### config.mk
export PLATFORM = sky130hd
export DESIGN_NAME = mma_ctrl
export DESIGN_NICKNAME = d
export VERILOG_FILES = /design/src/sv/mma_pkg.sv /design/src/sv/mma_ctrl.sv
export VERILOG_INCLUDE_DIRS = /design/src /design/src/sv
export SDC_FILE = /design/constraint.sdc
export NUM_CORES = 1
export LEC_CHECK = 0
export ABC_AREA = 1
export ABC_CLOCK_PERIOD_IN_PS = 2100
export BUFFER_PORTS_ARGS = -buffer_cell sky130_fd_sc_hd__buf_2
export CAP_MARGIN = 20
export CELL_PAD_IN_SITES_DETAIL_PLACEMENT = 0
export CELL_PAD_IN_SITES_GLOBAL_PLACEMENT = 1
export CORE_AREA = 2 2 39 41
export CTS_BUF_LIST = sky130_fd_sc_hd__clkbuf_2
export DETAILED_ROUTE_END_ITERATION = 10
export DIE_AREA = 0 0 41 43
export PLACE_DENSITY = 0.6
export SYNTH_ARGS = -nofsm -noshare
export SYNTH_HDL_FRONTEND = slang
export SYNTH_SLANG_ARGS = --single-unit
### constraint.sdc
create_clock -name clk -period 2.1 [get_ports clk]
set_input_delay 0.42 -clock clk [delete_from_list [all_inputs] [get_ports clk]]
set_output_delay 0.42 -clock clk [all_outputs]
set_load 0.03 [all_outputs]
### src/sv/multichannel_moving_average_core_macros.svh
// Assertion macros for the multichannel moving average core.
// Used by the controller; needs nothing else.
`ifndef MULTICHANNEL_MOVING_AVERAGE_CORE_MACROS_SVH
`define MULTICHANNEL_MOVING_AVERAGE_CORE_MACROS_SVH

// Same-cycle implication, disabled while reset is high
`define MMA_ASSERT_IMPL(label, clk, rst, ante, cons) \
  label: assert property (@(posedge clk) disable iff (rst) (ante) |-> (cons)) \
    else $error("mma: same-cycle check failed");

// Next-cycle implication, disabled while reset is high
`define MMA_ASSERT_NEXT(label, clk, rst, ante, cons) \
  label: assert property (@(posedge clk) disable iff (rst) (ante) |=> (cons)) \
    else $error("mma: next-cycle check failed");

`endif

### src/sv/mma_pkg.sv
// Shared types and constants of the multichannel moving average core.
// No dependencies.
`default_nettype none

package mma_pkg;

  // Fixed field widths
  localparam int CHANNEL_W   = 2;
  localparam int AVG_W       = 36;
  localparam int WLEN_W      = 11;
  localparam int OFFSET_W    = 32;
  localparam int CFG_DATA_W  = 32;
  localparam int CFG_INDEX_W = 2;

  // Configuration register indexes
  localparam logic [CFG_INDEX_W-1:0] REG_WINDOW_LENGTH = 2'd0;
  localparam logic [CFG_INDEX_W-1:0] REG_NORMALIZE     = 2'd1;
  localparam logic [CFG_INDEX_W-1:0] REG_SUM_OFFSET    = 2'd2;

  // Controller states
  typedef enum logic [2:0] {
    ST_CLEAR,
    ST_IDLE,
    ST_SUM,
    ST_DIV,
    ST_FINISH
  } mma_state_t;

  // Controller to datapath
  typedef struct packed {
    logic clear;
    logic accept;
    logic sum;
    logic div_start;
    logic load_out;
  } mma_cmd_t;

  // Datapath to controller
  typedef struct packed {
    logic clear_done;
    logic normalize;
    logic div_busy;
    logic out_free;
  } mma_sts_t;

endpackage

`default_nettype wire

### src/sv/mma_ctrl.sv
// Controller state machine: clearing sweep, item sequencing, divide wait,
// output hand-off. Depends on mma_pkg and the assertion macro header.
`default_nettype none
`include "multichannel_moving_average_core_macros.svh"

module mma_ctrl
  import mma_pkg::*;
(
  input  wire logic     clk,
  input  wire logic     rst,
  input  wire logic     in_valid,
  output logic          in_ready,
  input  wire mma_sts_t sts,
  output mma_cmd_t      cmd
);

  mma_state_t state;
  mma_state_t state_next;

  // State register
  always_ff @(posedge clk) begin
    if (rst) begin
      state <= ST_CLEAR;
    end else begin
      state <= state_next;
    end
  end

  // Next state
  always_comb begin
    state_next = state;
    unique case (state)
      ST_CLEAR: begin
        if (sts.clear_done) state_next = ST_IDLE;
      end
      ST_IDLE: begin
        if (in_valid) state_next = ST_SUM;
      end
      ST_SUM: begin
        state_next = sts.normalize ? ST_DIV : ST_FINISH;
      end
      ST_DIV: begin
        if (!sts.div_busy) state_next = ST_FINISH;
      end
      ST_FINISH: begin
        if (sts.out_free) state_next = ST_IDLE;
      end
      default: state_next = ST_CLEAR;
    endcase
  end

  // Outputs
  always_comb begin
    in_ready      = (state == ST_IDLE);
    cmd.clear     = (state == ST_CLEAR);
    cmd.accept    = (state == ST_IDLE) && in_valid;
    cmd.sum       = (state == ST_SUM);
    cmd.div_start = (state == ST_SUM) && sts.normalize;
    cmd.load_out  = (state == ST_FINISH) && sts.out_free;
  end

  // Divider must be running right after a normalized sum
  `MMA_ASSERT_NEXT(a_div_started, clk, rst, (state == ST_SUM) && sts.normalize, sts.div_busy)
  // No result is handed off while a division is still in flight
  `MMA_ASSERT_IMPL(a_finish_div_idle, clk, rst, state == ST_FINISH, !sts.div_busy)
  // Clearing happens only once, after reset
  `MMA_ASSERT_NEXT(a_no_reclear, clk, rst, state == ST_IDLE, state != ST_CLEAR)

endmodule

`default_nettype wire
==> run summary <==
The flow ran to the end, and the final reports show no timing, DRC or antenna violations. The detailed router finished its first iteration with 5 violations. The logs give 0.549 mV for the largest vdd supply drop and 304 for the count of vias placed by the detailed router. STA classifies the critical path endpoint as an output port. At the end of the flow, the number of nets in the layout was 68.

For the deepest level of the CTS H-tree, the log shows 1. In this run the remaining antenna-violating nets after routing total 0. sky130_fd_sc_hd__nor2_1 is the most common cell in the netlist. Summed over all cells, the static leakage comes to 0.223 nW.

The number of maximum-capacitance constraint violations is 0. The clock latency on the worst-skew pair is 200 ps. The commonest register cell after synthesis was sky130_fd_sc_hd__dfxtp_1. The global router's overall resource usage is 8.93%, and the proportion of synthesized flip-flops having asynchronous set or reset is 0%. The worst setup path is launched from a flip-flop. During synthesis, Yosys emitted a total of 0 warnings. The tools report the cell at the root of the clock tree as sky130_fd_sc_hd__clkbuf_2.

The final critical path takes up 77.4% of the cycle. The logs give 2 for the maximum buffer depth of the clock tree and 373 um2 for the post-route standard cell area excluding fillers. The tools report the clock share of power as 15.7%. The vertical die dimension is 43 um. By area the synthesized netlist is led by sky130_fd_sc_hd__dfxtp_1 (22%), sky130_fd_sc_hd__nor2_1 (11%), sky130_fd_sc_hd__nor2_2 (9.2%), sky130_fd_sc_hd__inv_1 (8.3%), sky130_fd_sc_hd__nand2_1 (8.3%). Power dissipated by switching net loads: 0.000283 W. The cell accounting for the most synthesized area is sky130_fd_sc_hd__dfxtp_1. Dividing the detail-routed via count by the number of cells gives 4.00. Once the floorplan was initialized, standard cells occupied 19.7% of the core. The commonest cells after synthesis are sky130_fd_sc_hd__nor2_1 (8), sky130_fd_sc_hd__inv_1 (6), sky130_fd_sc_hd__nand2_1 (6).

The run gives 0 as the final count of pins violating max slew. The tools report the remaining global-route overflow as 0. In this run, synthesis produced a sequential element count of 3. In this run the most critical hold path is launched from rst. Walking the worst path, the cells encountered are inv_2 -> nor2_2 -> nand2_2 -> nor2_4 -> buf_2.

After detailed routing, the number of remaining DRC violations is 0. The number of flip-flops under the largest register name works out to 3. In this run the count of I/O pins placed on the die edge is 13. For the placed wire-length estimate after detailed placement, the log shows 486 um.

During placement, the flow inserted port buffers numbering 12. The switching part of the total was 54.9%. Sequential cells account for 22.0% of the total power. For the number of endpoints with negative hold slack in the final report, the log shows 0. Path category of the worst min-delay check: in -> reg. The first global-routing pass estimated 1070 um of wire. Entering global routing, the biggest net connects 8 pins. The pin slew with the least headroom to its limit was 278 ps. In this run the tightest slew margin relative to its limit is 81.4%.

The number of buffers inserted to repair setup after CTS was 0; the clock transition at the registers of the reported paths was 50 ps. Setup violations remaining at the end of the flow were counted as 0. The largest registers in the layout are state (3). The register ranked first by flip-flop count was state.

For the count of filler cells inserted in the layout, the log shows 158. Across the routed clock network, the largest skew measured is 4.60 ps. Mean instance size in the synthesized netlist: 6.20 um2. The run gives 1210 ps as the arrival time of the worst setup path. For the cell-internal power, the log shows 0.000232 W.

The endpoint identified for the worst register-to-register timing path is state[1]$_SDFFE_PP0P_. The run gives 51 as the synthesized net count. Of the total power, combinational logic draws 62.3%. TritonCTS built the clock tree. Counting distinct cell types in the post-synthesis netlist gives 14. The startpoint of the worst-slack reg-to-reg timing path was state[2]$_SDFFE_PP0P_. The congestion estimate from routability-driven global placement came to 0.729. For this design, the CTS-stage hold fixing added 0 buffers.

The initialized floorplan defines 14 standard-cell rows. For the final antenna diode count, the log shows 0. Setup repair after global routing left no endpoint under its margin. The reg2reg setup slack is 920 ps. The area growth from synthesis to layout was 36.7%.

For the combined area of all synthesized cells, the log shows 273 um2. Cells with a size suffix above 1 make up 48.3% of the layout. The run gives 0 as the initial antenna violation count. The category of the most critical setup path is reg -> out. The share of synthesized area in the top cell type comes to 22.0%.

The number of resized instances in the post-cts repair step was 0. Counting cells, the worst reg-to-reg path comes to 7. Leaving out filler cells and counting taps, the final layout contains 76. Clock tree synthesis found a total of 3 sinks. For this run, the slowest stage of the critical path takes 460 ps. The power per cell area came out at 1380 mW/mm2.

The minimum clock period after layout works out to 1630 ps. Final hold analysis gives a worst-case slack of 474 ps. The highest fanout seen on the critical path is 7. The die span in x works out to 41 um.

The number of buffers and inverters on the critical path is 2. Number of global-route vias before repair: 266. The slowest stage cell on the critical path is sky130_fd_sc_hd__dfxtp_1.

Required time of the critical path: 1680 ps. The die covers 0.00176 mm2. Broken down by cell family, the worst path's largest delay share belongs to flip-flops. Derived from the worst setup path, the maximum achievable clock frequency is 0.615 GHz. For this run, the register share of the synthesized area comes to 22.0%.

The pre-antenna-repair detailed-routing pass consisted of 4 iterations. In this run, CTS created clock tree buffers numbering 3. Dividing the detail-routed wire length by the instance count gives 7.97 um. After detailed placement, the design holds a cell count of 72. In this run the cell area measured after placement is 353 um2.

In this run the standard cell core region covers 0.00138 mm2. The tools report the total wirelength of the detailed-routed design as 606 um. The synthesized netlist cell count came out at 44.

The worst-case hold path end point was state[2]$_SDFFE_PP0P_. In this run, synthesis inferred 0 flip-flops with an integrated enable. Along the worst hold path, the cell count comes to 4. Adding up every negative setup slack in the final design gives 0 ps.

The most critical setup path has its startpoint at state[1]$_SDFFE_PP0P_.
[power by group through the flow]
stage,Combinational (W),Sequential [W],Clock (W)
2_1_floorplan,0.000261,0.000106,0
3_3_place_gp,0.000329,0.000113,0
4_1_cts,0.000326,0.000114,0.0000853
3_5_place_dp,0.000325,0.000114,0
6_report,0.000321,0.000113,0.0000811
5_1_grt,0.000363,0.000118,0.0000939
[layer usage]
metal  global-route usage (%)  vias up  wire length, um
li1                         -      169                -
met1                     12.2      124              293
met2                     11.3       11              243
met3                     4.71        0               68
met4                     4.00        0                0
met5                        0        -                0
[how the worst max path moves through the flow]
stage,endpoint,cells past startpoint
final,cmd[1],5
after global routing,cmd[1],5
after CTS,cmd[1],5
after detailed placement,cmd[1],5
after global placement,cmd[1],5
after floorplan,cmd[3],2
[logic make-up after synthesis]
kind of cell,after synthesis,share of synthesized area [%]
and+or+nand+nor,30,57.3
DFF,3,22.0
AOI/OAI and AO/OA,1,1.83
buffers and inverters,10,18.8
[cell usage in the layout (no fill, tap or decap)]
master,instances
sky130_fd_sc_hd__buf_2,12
sky130_fd_sc_hd__nor2_1,8
sky130_fd_sc_hd__inv_1,6
sky130_fd_sc_hd__nand2_1,6
sky130_fd_sc_hd__nor2_2,4
sky130_fd_sc_hd__clkbuf_2,4
sky130_fd_sc_hd__inv_2,3
sky130_fd_sc_hd__nand2_2,3
sky130_fd_sc_hd__nand3_1,3
sky130_fd_sc_hd__dfxtp_1,3
sky130_fd_sc_hd__nor2_4,2
sky130_fd_sc_hd__nor3_1,2
sky130_fd_sc_hd__bufinv_8,1
sky130_fd_sc_hd__nor4_1,1
sky130_fd_sc_hd__nand4_1,1
sky130_fd_sc_hd__o21ai_0,1
[metrics by stage]
step	setup slack (ps)	power (W)	utilization, %
3_5_place_dp	691	0.000440	25.5
4_1_cts	455	0.000525	26.9
5_1_grt	327	0.000575	26.9
2_1_floorplan	254	0.000367	-
6_report	475	0.000515	26.9
3_3_place_gp	691	0.000442	25.5
[cell type report]
| type | instances | area, um2 | share of cell area, % |
|---|---|---|---|
| multi-input combinational | 31 | 161 | 43.3 |
| clock buffer | 4 | 20.0 | 5.37 |
| inverter | 10 | 51.3 | 13.8 |
| sequential | 3 | 60.1 | 16.1 |
| timing repair buffer | 12 | 60.1 | 16.1 |
| tap | 16 | 20.0 | 5.37 |
[worst register-to-register path, cell delays in order (launching register included)]
cell and delay, ps:
sky130_fd_sc_hd__dfxtp_1 470, sky130_fd_sc_hd__inv_2 90, sky130_fd_sc_hd__nand4_1 100, sky130_fd_sc_hd__nand2_2 70
sky130_fd_sc_hd__nor2_4 160, sky130_fd_sc_hd__nand2_1 70, sky130_fd_sc_hd__nand2_1 80, sky130_fd_sc_hd__nor2_2 30
(Power assumes the default switching activity.)
